**config.mk**
```make
export PLATFORM = sky130hd
export DESIGN_NAME = jti_div
export DESIGN_NICKNAME = d
export VERILOG_FILES = /design/src/design/jti_pkg.sv /design/src/design/jti_div.sv
export VERILOG_INCLUDE_DIRS = /design/src /design/src/design
export SDC_FILE = /design/constraint.sdc
export NUM_CORES = 1
export LEC_CHECK = 0
export BUFFER_PORTS_ARGS = -buffer_cell sky130_fd_sc_hd__buf_2
export CORE_AREA = 2 2 78 80
export DETAILED_ROUTE_END_ITERATION = 8
export DIE_AREA = 0 0 80 82
export GPL_ROUTABILITY_DRIVEN = 0
export PLACE_DENSITY = 0.76
export SLEW_MARGIN = 20
export SYNTH_ARGS = -nofsm -noshare
export SYNTH_HDL_FRONTEND = slang
export SYNTH_SLANG_ARGS = --single-unit
```
**constraint.sdc**
```tcl
create_clock -name clk -period 3.48 [get_ports clk]
set_clock_uncertainty 0.15 [all_clocks]
set_input_delay 0.348 -clock clk [delete_from_list [all_inputs] [get_ports clk]]
set_output_delay 0.348 -clock clk [all_outputs]
set_load 0.02 [all_outputs]
```
**src/design/joint_trajectory_interpolator_assert.svh**
```systemverilog
// ----------------------------------------------------------------------------
// Joint trajectory interpolator assertion macros
// Shared property forms for the interpolator and its divider. Each use expects
// clk and rst_n in scope.
// ----------------------------------------------------------------------------
`ifndef JOINT_TRAJECTORY_INTERPOLATOR_ASSERT_SVH
`define JOINT_TRAJECTORY_INTERPOLATOR_ASSERT_SVH

// Consequent checked in the same cycle as the antecedent.
`define JTI_ASSERT_NOW(label, ante, cons, msg) \
  label: assert property (@(posedge clk) disable iff (!rst_n) (ante) |-> (cons)) \
    else $error(msg);

// Consequent checked in the cycle after the antecedent.
`define JTI_ASSERT_NEXT(label, ante, cons, msg) \
  label: assert property (@(posedge clk) disable iff (!rst_n) (ante) |=> (cons)) \
    else $error(msg);

`endif

```
**src/design/jti_pkg.sv**
```systemverilog
// ----------------------------------------------------------------------------
// Joint trajectory interpolator package
// Field widths, register indexes and the divider request/response types.
// ----------------------------------------------------------------------------
`default_nettype none

package jti_pkg;

  localparam int NJ      = 3;
  localparam int ANG_W   = 17;
  localparam int POS_W   = 20;
  localparam int INC_W   = 18;
  localparam int LIM_W   = 16;
  localparam int STEP_W  = 10;
  localparam int PULSE_W = 12;
  localparam int DEG_W   = 8;
  localparam int CFG_DW  = 32;
  localparam int CFG_AW  = 5;
  localparam int REG_W   = 3;

  localparam logic [REG_W-1:0] REG_STEP_COUNT = 3'd0;
  localparam logic [REG_W-1:0] REG_HIP_LO     = 3'd1;
  localparam logic [REG_W-1:0] REG_HIP_HI     = 3'd2;
  localparam logic [REG_W-1:0] REG_KNEE_LO    = 3'd3;
  localparam logic [REG_W-1:0] REG_KNEE_HI    = 3'd4;
  localparam logic [REG_W-1:0] REG_ANKLE_LO   = 3'd5;
  localparam logic [REG_W-1:0] REG_ANKLE_HI   = 3'd6;

  localparam logic REQ_START = 1'b0;
  localparam logic REQ_TICK  = 1'b1;

  typedef logic [1:0]                joint_t;
  typedef logic signed [ANG_W-1:0]   angle_t;
  typedef logic signed [POS_W-1:0]   pos_t;
  typedef logic signed [INC_W-1:0]   inc_t;
  typedef logic signed [LIM_W-1:0]   lim_t;
  typedef logic [STEP_W-1:0]         step_t;
  typedef logic [PULSE_W-1:0]        pulse_t;

  typedef struct packed {
    logic  start;
    inc_t  dividend;
    step_t divisor;
  } div_req_t;

  typedef struct packed {
    logic done;
    inc_t quot;
  } div_rsp_t;

endpackage

`default_nettype wire

```
**src/design/jti_div.sv**
```systemverilog
// ----------------------------------------------------------------------------
// Joint trajectory interpolator divider
// Signed by unsigned restoring divider, one quotient bit a cycle, quotient
// truncated toward zero.
// ----------------------------------------------------------------------------
`default_nettype none
`include "joint_trajectory_interpolator_assert.svh"

module jti_div import jti_pkg::*; (
  input  logic     clk,
  input  logic     rst_n,
  input  div_req_t req,
  output div_rsp_t rsp
);

  localparam int               CNT_W    = $clog2(INC_W);
  localparam logic [CNT_W-1:0] LAST_CNT = CNT_W'(INC_W - 1);

  logic              busy_r;
  logic              done_r;
  logic [CNT_W-1:0]  cnt_r;
  logic [STEP_W-1:0] rem_r;
  logic [INC_W-1:0]  quo_r;
  logic              neg_r;
  step_t             div_r;

  logic [STEP_W:0]   shifted;
  logic              fits;
  logic [STEP_W:0]   diff;
  logic [INC_W-1:0]  mag;

  always_comb begin
    shifted = {rem_r, quo_r[INC_W-1]};
    fits    = (shifted >= {1'b0, div_r});
    diff    = shifted - {1'b0, div_r};
    mag     = req.dividend[INC_W-1] ? (INC_W'(0) - req.dividend) : req.dividend;
  end

  always_ff @(posedge clk) begin
    if (!rst_n) begin
      busy_r <= 1'b0;
      done_r <= 1'b0;
      cnt_r  <= '0;
    end else begin
      done_r <= 1'b0;
      if (req.start) begin
        busy_r <= 1'b1;
        cnt_r  <= '0;
      end else if (busy_r) begin
        cnt_r <= cnt_r + 1'b1;
        if (cnt_r == LAST_CNT) begin
          busy_r <= 1'b0;
          done_r <= 1'b1;
        end
      end
    end
  end

  // Datapath: load the magnitude, then shift one quotient bit in per cycle
  always_ff @(posedge clk) begin
    if (req.start) begin
      rem_r <= '0;
      quo_r <= mag;
      neg_r <= req.dividend[INC_W-1];
      div_r <= req.divisor;
    end else if (busy_r) begin
      rem_r <= fits ? diff[STEP_W-1:0] : shifted[STEP_W-1:0];
      quo_r <= {quo_r[INC_W-2:0], fits};
    end
  end

  assign rsp.done = done_r;
  assign rsp.quot = neg_r ? (INC_W'(0) - quo_r) : quo_r;

  `JTI_ASSERT_NEXT(a_start_busy, req.start, busy_r, "divider did not start")
  `JTI_ASSERT_NOW(a_done_end, done_r, $past(busy_r) && !busy_r, "done without a finished division")
  `JTI_ASSERT_NOW(a_rem_bound, busy_r, rem_r < div_r, "partial remainder not below divisor")

endmodule

`default_nettype wire
```
# After elaboration in Yosys (flattened, before gate mapping)
# Index checks and enable logic that the tools add are counted.
totals:
  in_bits: 31
  regBits: 46
  elab_cells: 27
op_classes:
  reduce_logical: 3
  magnitude_cmp: 1
  bitwise: 2
  n_mux: 9
  n_addsub: 4
  eq_ne: 1
ops:
  columns: ["cell", "n"]
  rows:
  - ["$mux W18", 4]
  - ["$sub A1 B18 Y18 const A", 2]
  - ["$ge A11 B10 Y1", 1]
  - ["$mux W10", 1]
  - ["$sub A10 B10 Y10", 1]
  - ["$add A5 B1 Y5 const B", 1]
  - ["$eq A5 B5 Y1 const B", 1]
  - ["$mux W1", 4]
  - ["$reduce_or A3 Y1", 1]
  - ["$not A1 Y1", 2]
  - ["$reduce_bool A2 Y1", 1]
  - ["$reduce_or A2 Y1", 1]

# Logic depth before layout (Yosys ltp)
# Gate-level depths: netlist of run 1.
logic_depth:
  word_depth: 4
  depth_mapped: 9
  ltp_nobuf: 9

# Worst setup path before layout of run 1
# OpenSTA, ideal clock, no wires.
synth_timing:
  kind: "flip-flop to output port"
  startpoint: "register quo_r[6]"
  endpoint: "output rsp[15] (netlist name)"
  stages_incl_launch_ff: 6
  t_arrival_ps: 2325
  path_buffers: 0
  slack_ps: 657
  cell_sequence: "edfxtp_1 > or4_1 > or4_4 > or4_4 > o41ai_2 > xnor2_1"
synth_lines:
  columns: ["item", "line", "source"]
  rows:
  - ["start, declared", "jti_div.sv:23", "logic [INC_W-1:0] quo_r;"]
  - ["start signal, assigned", "jti_div.sv:63", "quo_r <= mag;"]
  - ["start signal, assigned", "jti_div.sv:68", "quo_r <= {quo_r[INC_W-2:0], fits};"]
  - ["end, declared", "jti_div.sv:13", "output div_rsp_t rsp"]

==> flow_summary.json, run 1 <==
{
  "run_status": "complete, no violations",
  "grt_pass1_wl_mm": 10.94,
  "via_count": 2587,
  "postLayoutCoreUtil": 0.6032,
  "critPathLaunchType": "flop",
  "cts_tree": "built",
  "initial_core_util": 0.5307,
  "p_switching_mw": 0.4742,
  "p_int_mw": 1.015,
  "routedWlPerCell_microns": 14.31,
  "cts.repair.resized": 0,
  "routed_wl_mm": 6.509,
  "clock_latency_ns": 0.30,
  "area_growth_pct": 13.66,
  "place_area_sq_mm": 0.003359,
  "yosysTopAreaCell": "edfxtp_1",
  "final_nets": 425,
  "synth-seq-area-share": 0.3972,
  "cp_data_required_time_ns": 2.98,
  "tightest_slew_ns": 0.9798,
  "io_buffers": 49,
  "p_seq_frac": 0.458,
  "fin_setup_tns_ns": 0,
  "critical_path.endpoint_type": "output pin",
  "yosys_register_bits": 46,
  "cellLeakagePower_nw": 1.413,
  "ctsHoldBuffers": 0,
  "antenna_found_initial": 0,
  "synthXorXnorAreaFrac": 0.1178,
  "netlist_area_sq_mm": 0.003049,
  "drive_gt1_frac": 0.1789,
  "postCtsSetupBuffers": 0,
  "grt_max_degree": 42,
  "clockBufferDepth": 2,
  "hold_viol_final": 0,
  "cp_max_fo": 4,
  "muxShareOfSynthArea": 0.003283,
  "stdcell_area_sq_mm": 0.003466,
  "cts-htree-levels": 2,
  "cts_sinks": 46,
  "period_needed_ns": 3.286,
  "final_antenna_net_count": 0,
  "finalSetupViolations": 0,
  "cts_buffers": 5,
  "synth.net_count": 379,
  "synth_fa_ha_area_frac": 0.06401,
  "clock.fmax_mhz": 304.3,
  "pin_count": 50,
  "switching_share": 0.3184,
  "dr.pass1.iters": 4,
  "dieArea_sq_mm": 0.006560,
  "yosys_warnings": 0,
  "gr-usage-all-layers": 0.2106,
  "route.detailed.drc": 0,
  "rows": 28,
  "syn-mean-instance-area_sq_um": 9.157,
  "ys_types": 45,
  "async_reset_ff_frac": 0,
  "hold_class": "in2reg",
  "synthFlopType": "edfxtp_1",
  "core_sq_mm": 0.005746,
  "synth-edff-count": 29,
  "routed_via_density": 5.686,
  "slew_headroom": 0.3429,
  "synth.cells.most_frequent": "34 x nor2_1, 30 x a21oi_1, 29 x edfxtp_1, 21 x nand2_1, 21 x xor2_1",
  "grt_pass1_vias": 2348,
  "p_clk_frac": 0.265,
  "power-per-cell-area_mw_per_mm2": 429.7,
  "drv_cap": 0,
  "synth_top_family_by_area": "compound AO/OA/AOI/OAI gates",
  "netlist_instances": 333,
  "worstSetupPathType": "reg2out",
  "slew_violations": 0,
  "synth_compound_area_frac": 0.2056,
  "clkTransAtPathRegs_ns": 0.09,
  "n_antenna_cell": 0,
  "clockRootBuffer": "clkbuf_8",
  "grt_overflow_total": 0,
  "die_width_microns": 80,
  "p_comb_frac": 0.277,
  "vdd_drop_max_mv": 0.2120,
  "rsz0062_at_grt": "false",
  "synth-simple-area-share": 0.1670,
  "yosysMostFrequentCell": "nor2_1",
  "yosysTopAreaCellShare": 0.2856,
  "synthTopCellsByArea": "edfxtp_1 29%, dfxtp_1 11%, xor2_1 6.0%, ha_1 5.7%, xnor2_1 5.7%",
  "cp_data_arrival_time_ns": 2.79,
  "die_h_microns": 82,
  "first_iter_violations": 152,
  "hpwl_mm": 4.946,
  "finalCritPeriodShare": 0.9443
}
-- per-stage QoR --
stage                     instances  setup WS, ns  total power, mW  hold WS (ns)
after floorplan                 333        0.6569           0.9776        0.2969
after global placement          447        0.5704            1.090        0.3465
after detailed placement        447        0.5103            1.105        0.3640
after CTS                       455        0.1754            1.492       0.06688
after global routing            455       0.04435            1.568       0.06251
final                           455        0.1937            1.489       0.07182
-- registers in the layout, indices dropped and copies added, names as in the netlist --
register	flops
busy_r	1
cnt_r	5
div_r	10
done_r	1
neg_r	1
quo_r	18
rem_r	10
-- layout make-up --
type | instances | area [sq um]
Clock buffer | 6 | 72.57
Clock inverter | 2 | 33.78
Fill cell | 533 | 2280
Inverter | 19 | 71.32
Multi-Input combinational cell | 253 | 1700
Sequential cell | 46 | 1211
Tap cell | 75 | 93.84
Timing Repair Buffer | 54 | 282.8
-- layout by cell type (no fill, tap or decap), drive strengths merged, types with 13 or more instances in the layout --
cell / n
edfxtp: 29
dfxtp: 17
xor2: 21
xnor2: 20
inv: 19
o31ai: 13
o21ai: 18
a21oi: 30
buf: 54
ha: 14
nand2: 21
nor2: 34
-- cell families after synthesis --
family | Yosys count
and+or+nand+nor | 100
AOI/OAI and AO/OA | 96
DFF | 46
xor gates and xnor gates | 41
buffers and inverters | 34
adders and majority gates | 15
muxes | 1
-- layer usage --
layer	share of wire	vias up	wire length (microns)	track usage
li1	-	1312	-	-
met1	0.45	1192	2908	0.2715
met2	0.49	74	3170	0.3725
met3	0.055	9	357	0.03187
met4	0.011	0	73	0.05085
met5	0	-	0	0
-- path summary, 6_finish.rpt --
path,endpoint,from,depth (start not counted),slack [ns]
setup / recovery,rsp[15],quo_r[6],6,0.19
setup reg to reg,rem_r[2],quo_r[17],8,0.68
hold reg to reg,rem_r[1],rem_r[1],2,0.37
hold / removal,div_r[4],req[4],1,0.07
-- power groups by stage --
| stage | Sequential [mW] | Clock, mW | Combinational [mW] |
|---|---|---|---|
| 2_1_floorplan | 0.677 | 0 | 0.301 |
| 3_3_place_gp | 0.690 | 0 | 0.401 |
| 3_5_place_dp | 0.693 | 0 | 0.412 |
| 4_1_cts | 0.681 | 0.398 | 0.413 |
| 5_1_grt | 0.690 | 0.419 | 0.459 |
| 6_report | 0.681 | 0.395 | 0.413 |
-- critical path: stages (launching register included) --
cell	delay (ns)
edfxtp_1	0.45
or4_1	0.56
or4_4	0.45
or4_4	0.45
o41ai_2	0.25
xnor2_1	0.15
buf_2	0.18
No activity file was read; power rests on OpenSTA's default activity.
==> run 2, diff against run 1 <==
CELL_PAD_IN_SITES_DETAIL_PLACEMENT = 0   (was unset)
CELL_PAD_IN_SITES_GLOBAL_PLACEMENT = 1   (was unset)
CORE_AREA = 2 2 88 90   (was 2 2 78 80)
DIE_AREA = 0 0 90 92   (was 0 0 80 82)
PLACE_DENSITY = unset   (was 0.76)
PLACE_DENSITY_LB_ADDON = 0.1   (was unset)
==> flow_summary.json, run 2 (synthesized netlist as in run 1, its figures left out) <==
{
  "run_status": "complete, no violations",
  "slew_headroom": 0.3965,
  "cts-htree-levels": 2,
  "largest-register": "quo_r",
  "gr-usage-all-layers": 0.1657,
  "clockBufferDepth": 2,
  "regToRegSetupSlack_ns": 0.75,
  "grt_overflow_total": 0,
  "clock_latency_ns": 0.30,
  "tightest_slew_ns": 0.8999,
  "fin_setup_tns_ns": 0,
  "p_comb_frac": 0.290,
  "power-per-cell-area_mw_per_mm2": 407.2,
  "cp_data_arrival_time_ns": 2.80,
  "endpoint": "rsp[15]",
  "grt_pass1_vias": 2315,
  "clockRootBuffer": "clkbuf_8",
  "n_antenna_cell": 0,
  "die_width_microns": 90,
  "switching_share": 0.3345,
  "p_int_mw": 0.9416,
  "rows": 32,
  "cp_data_required_time_ns": 2.98,
  "cts_tree": "built",
  "first_iter_violations": 68,
  "critPathMaxStageDelay_ns": 0.58,
  "critPathTopFamily": "simple AND/OR/NAND/NOR gates",
  "hold_class": "in2reg",
  "min_path_cells": 1,
  "cts_sinks": 46,
  "routed_via_density": 5.207,
  "route.detailed.drc": 0,
  "antenna_found_initial": 0,
  "finalSetupViolations": 0,
  "cellLeakagePower_nw": 1.403,
  "routed_wl_mm": 6.648,
  "ctsHoldBuffers": 0,
  "cts_buffers": 5,
  "period_needed_ns": 3.300,
  "slew_violations": 0,
  "dieArea_sq_mm": 0.008280,
  "hold_viol_final": 0,
  "cp_common_cell": "or4_4",
  "r2r-end": "rem_r[2]",
  "final_common_cell": "buf_2",
  "dr.pass1.iters": 4,
  "finalCritPeriodShare": 0.9481,
  "reg_top3": "quo_r: 18 flops, div_r: 10 flops, rem_r: 10 flops",
  "final_antenna_net_count": 0,
  "vdd_drop_max_mv": 0.1670,
  "clock.fmax_mhz": 303.1,
  "crit_buf_inv": 1,
  "cp_max_fo": 4,
  "pin_count": 50,
  "p_clk_frac": 0.229,
  "largest_reg_flops": 18,
  "core_sq_mm": 0.007447,
  "worstReg2RegStart": "div_r[1]",
  "io_buffers": 49,
  "cts.repair.resized": 0,
  "clkTransAtPathRegs_ns": 0.09,
  "drive_gt1_frac": 0.1789,
  "crit_chain": "or4_1 -> or4_4 -> or4_4 -> o41ai_2 -> xnor2_1 -> buf_2",
  "postCtsSetupBuffers": 0,
  "p_seq_frac": 0.482,
  "die_h_microns": 92,
  "hpwl_mm": 5.010,
  "layout_common_cells": "49 x buf_2, 34 x nor2_1, 30 x a21oi_1, 29 x edfxtp_1",
  "rr_worst_depth": 8,
  "grt_max_degree": 54,
  "critical_path.endpoint_type": "output pin",
  "drv_cap": 0,
  "grt_pass1_wl_mm": 11.30,
  "via_count": 2510,
  "critPathLaunchType": "flop",
  "holdWs_ns": 0.06943,
  "cpMaxStageDelayCell": "or4_1",
  "routedWlPerCell_microns": 13.79,
  "rsz0062_at_grt": "false",
  "cp-startpoint": "quo_r[6]",
  "worstSetupPathType": "reg2out",
  "final_nets": 425,
  "initial_core_util": 0.4094,
  "cp.depth": 6,
  "area_growth_pct": 13.95,
  "p_switching_mw": 0.4733
}
-- run 2: cell types whose count changed in the layout (fill, tap and decap cells not counted) --
| cell | previous run | this run |
|---|---|---|
| clkinv_2 | 0 | 1 |
| bufinv_16 | 1 | 0 |
-- run 2: worst min path at each step --
stage | from | end | slack [ns]
2_1_floorplan | req[0] | div_r[0] | 0.30
3_3_place_gp | cnt_r[1] | cnt_r[1] | 0.35
3_5_place_dp | cnt_r[4] | cnt_r[4] | 0.36
4_1_cts | req[8] | div_r[8] | 0.06
5_1_grt | req[3] | div_r[3] | 0.05
6_report | req[9] | div_r[9] | 0.07
-- run 2: final cells by class --
| type | count | area (sq um) |
|---|---|---|
| repair buffers | 54 | 282.8 |
| fillers | 769 | 3973 |
| clock inverters | 2 | 8.758 |
| clock buffers | 6 | 72.57 |
| flip-flops and latches | 46 | 1211 |
| inverters | 19 | 71.32 |
| well taps | 102 | 127.6 |
| multi-input cells | 253 | 1700 |
-- run 2: power by group through the flow --
stage	logic [mW]	clock network, mW	registers, mW
after floorplan	0.301	0	0.677
after global placement	0.411	0	0.692
after detailed placement	0.411	0	0.694
after CTS	0.414	0.335	0.682
after global routing	0.457	0.355	0.690
final	0.410	0.323	0.682
-- run 2: layer usage --
metal | up-vias | track usage | share of wire
li1 | 1309 | - | -
met1 | 1150 | 0.2136 | 0.48
met2 | 46 | 0.2895 | 0.48
met3 | 5 | 0.03040 | 0.035
met4 | 0 | 0.03846 | 0.0095
met5 | - | 0 | 0
-- run 2: per-stage QoR --
| stage | utilization | power, mW | area, sq um | std cells | setup WS, ns |
|---|---|---|---|---|---|
| detailed placement | 0.4556 | 1.106 | 3393 | 474 | 0.5044 |
| global route | 0.4666 | 1.503 | 3475 | 482 | 0.06156 |
| floorplan | - | 0.9776 | 3049 | 333 | 0.6569 |
| global placement | 0.4556 | 1.103 | 3393 | 474 | 0.5520 |
| CTS | 0.4666 | 1.430 | 3475 | 482 | 0.1649 |
| finish | 0.4666 | 1.415 | 3475 | 482 | 0.1805 |
==> run 3, diff against run 2 <==
ABC_AREA = 1   (was unset)
CORE_AREA = 2 2 93 95   (was 2 2 88 90)
DIE_AREA = 0 0 95 97   (was 0 0 90 92)
==> flow_summary.json, run 3 <==
{
  "largest_reg_flops": 18,
  "route.detailed.drc": 0,
  "final_nets": 546,
  "initial_core_util": 0.4021,
  "rows": 33,
  "cp_data_arrival_time_ns": 2.09,
  "ys_types": 34,
  "worstSetupPathType": "reg2out",
  "netlist_instances": 454,
  "rr_worst_depth": 10,
  "async_reset_ff_frac": 0,
  "tightest_slew_ns": 0.8769,
  "n_antenna_cell": 0,
  "cp_max_fo": 3,
  "vdd_drop_max_mv": 0.1429,
  "clockBufferDepth": 2,
  "die_h_microns": 97,
  "synth-simple-area-share": 0.3221,
  "clock.fmax_mhz": 387.0,
  "core_sq_mm": 0.008134,
  "n_fill_cell": 853,
  "synthXorXnorAreaFrac": 0.06427,
  "min_from": "req[3]",
  "yosys_register_bits": 46,
  "synth.net_count": 500,
  "synth_compound_area_frac": 0.08340,
  "antenna_found_initial": 0,
  "grt_pass1_wl_mm": 12.65,
  "stdcell_area_sq_mm": 0.003674,
  "io_buffers": 49,
  "gr-usage-all-layers": 0.1723,
  "finalCritPeriodShare": 0.7424,
  "power-per-cell-area_mw_per_mm2": 364.3,
  "ctsHoldBuffers": 0,
  "postCtsSetupBuffers": 0,
  "cts_buffers": 5,
  "clockRootBuffer": "clkbuf_8",
  "yosysTopAreaCellShare": 0.2663,
  "slew_violations": 0,
  "die_width_microns": 95,
  "synth_fa_ha_area_frac": 0.05968,
  "synth.cells.most_frequent": "123 x nand2_1, 69 x inv_1, 45 x nand3_1, 35 x nor2_1, 29 x edfxtp_1",
  "dieArea_sq_mm": 0.009215,
  "drv_cap": 0,
  "first_iter_violations": 86,
  "yosysTopAreaCell": "edfxtp_1",
  "critPathLaunchType": "flop",
  "syn-mean-instance-area_sq_um": 7.204,
  "final_antenna_net_count": 0,
  "drive_gt1_frac": 0.1377,
  "run_status": "complete, no violations",
  "hpwl_mm": 5.852,
  "largest-register": "quo_r",
  "grt_max_degree": 32,
  "synthTopCellsByArea": "edfxtp_1 27%, nand2_1 14%, dfxtp_1 10%, inv_1 7.9%, nand3_1 6.9%",
  "routedWlPerCell_microns": 12.36,
  "min_path_cells": 1,
  "rsz0062_at_grt": "false",
  "synth-edff-count": 29,
  "routed_via_density": 4.855,
  "place_area_sq_mm": 0.003593,
  "cellLeakagePower_nw": 1.804,
  "muxShareOfSynthArea": 0,
  "synth_top_family_by_area": "simple AND/OR/NAND/NOR gates",
  "layout_common_cells": "123 x nand2_1, 69 x inv_1, 49 x buf_2, 45 x nand3_1, 35 x nor2_1",
  "grt_overflow_total": 0,
  "netlist_area_sq_mm": 0.003271,
  "via_count": 2942,
  "min_to": "div_r[3]",
  "cts.repair.resized": 0,
  "clock_latency_ns": 0.30,
  "clkTransAtPathRegs_ns": 0.08,
  "hold_class": "in2reg",
  "critical_path.endpoint_type": "output pin",
  "r2r-end": "quo_r[0]",
  "cts_sinks": 46,
  "yosys_warnings": 0,
  "power_mw": 1.338,
  "routed_wl_mm": 7.488,
  "regToRegSetupSlack_ns": 1.29,
  "area_growth_pct": 12.32,
  "finalSetupViolations": 0,
  "period_needed_ns": 2.584,
  "reg_top3": "quo_r: 18 flops, div_r: 10 flops, rem_r: 10 flops",
  "slew_headroom": 0.4147,
  "final_common_cell": "nand2_1",
  "cp_data_required_time_ns": 2.98,
  "worstReg2RegStart": "div_r[6]",
  "grt_pass1_vias": 2763,
  "cts_tree": "built",
  "cts-htree-levels": 2,
  "synth-seq-area-share": 0.3703,
  "fin_setup_tns_ns": 0,
  "yosysMostFrequentCell": "nand2_1",
  "pin_count": 50,
  "synthFlopType": "edfxtp_1",
  "dr.pass1.iters": 4,
  "hold_viol_final": 0
}
==> run 3: through the flow <==
step | utilization | hold WS [ns] | worst slack, ns | std cells
3_3_place_gp | 0.4418 | 0.3144 | 1.224 | 598
5_1_grt | 0.4516 | 0.06216 | 0.6334 | 606
2_1_floorplan | - | 0.2933 | 1.403 | 454
3_5_place_dp | 0.4418 | 0.3211 | 1.194 | 598
4_1_cts | 0.4516 | 0.06361 | 0.8380 | 606
6_report | 0.4516 | 0.07355 | 0.8963 | 606
==> run 3: layout make-up <==
class                      instances  area, sq um  area share
sequential                        46         1211      0.3297
multi-input combinational        327         1732      0.4714
timing repair buffer              51        260.3     0.07084
tap                              105        131.4     0.03576
clock buffer                       8        80.08     0.02180
inverter                          69        259.0     0.07050
==> run 3: routing by layer <==
metal  track usage  vias to the layer above  wire length [microns]
li1              -                     1560                      -
met1        0.2084                     1347                   3329
met2        0.3077                       33                   3940
met3       0.02648                        2                    170
met4       0.05463                        0                     47
met5             0                        -                      0
==> run 3: power by group <==
| group | switching [mW] | total [mW] | leakage, nW | internal, mW |
|---|---|---|---|---|
| Sequential | 0.0285 | 0.655 | 0.429 | 0.627 |
| Clock | 0.174 | 0.317 | 0.0395 | 0.143 |
| Combinational | 0.239 | 0.366 | 1.34 | 0.127 |
==> run 3: logic make-up (layout without fill, tap and decap cells) <==
family / Yosys count / after routing
xor+xnor: 24 / 24
flops: 46 / 46
buf+inv: 81 / 128
simple gates: 239 / 239
fa+ha+maj: 15 / 15
compound gates: 49 / 49
==> run 3: worst max-delay path: stages (launching register included) <==
cell and delay [ns]:
edfxtp_1 0.41, inv_1 0.13, ha_1 0.21, nand3_1 0.09, o21ai_1 0.24, nand2_1 0.16, nor2_2 0.17, nand2_1 0.08
xor2_1 0.13, buf_2 0.18
==> run 3: worst max-delay path by stage <==
stage,startpoint,endpoint,cells past startpoint
after floorplan,quo_r[0],rsp[14],8
after global placement,quo_r[0],rsp[14],9
after detailed placement,quo_r[0],rsp[14],9
after CTS,quo_r[0],rsp[14],9
after global routing,quo_r[0],rsp[14],9
final,quo_r[0],rsp[14],9
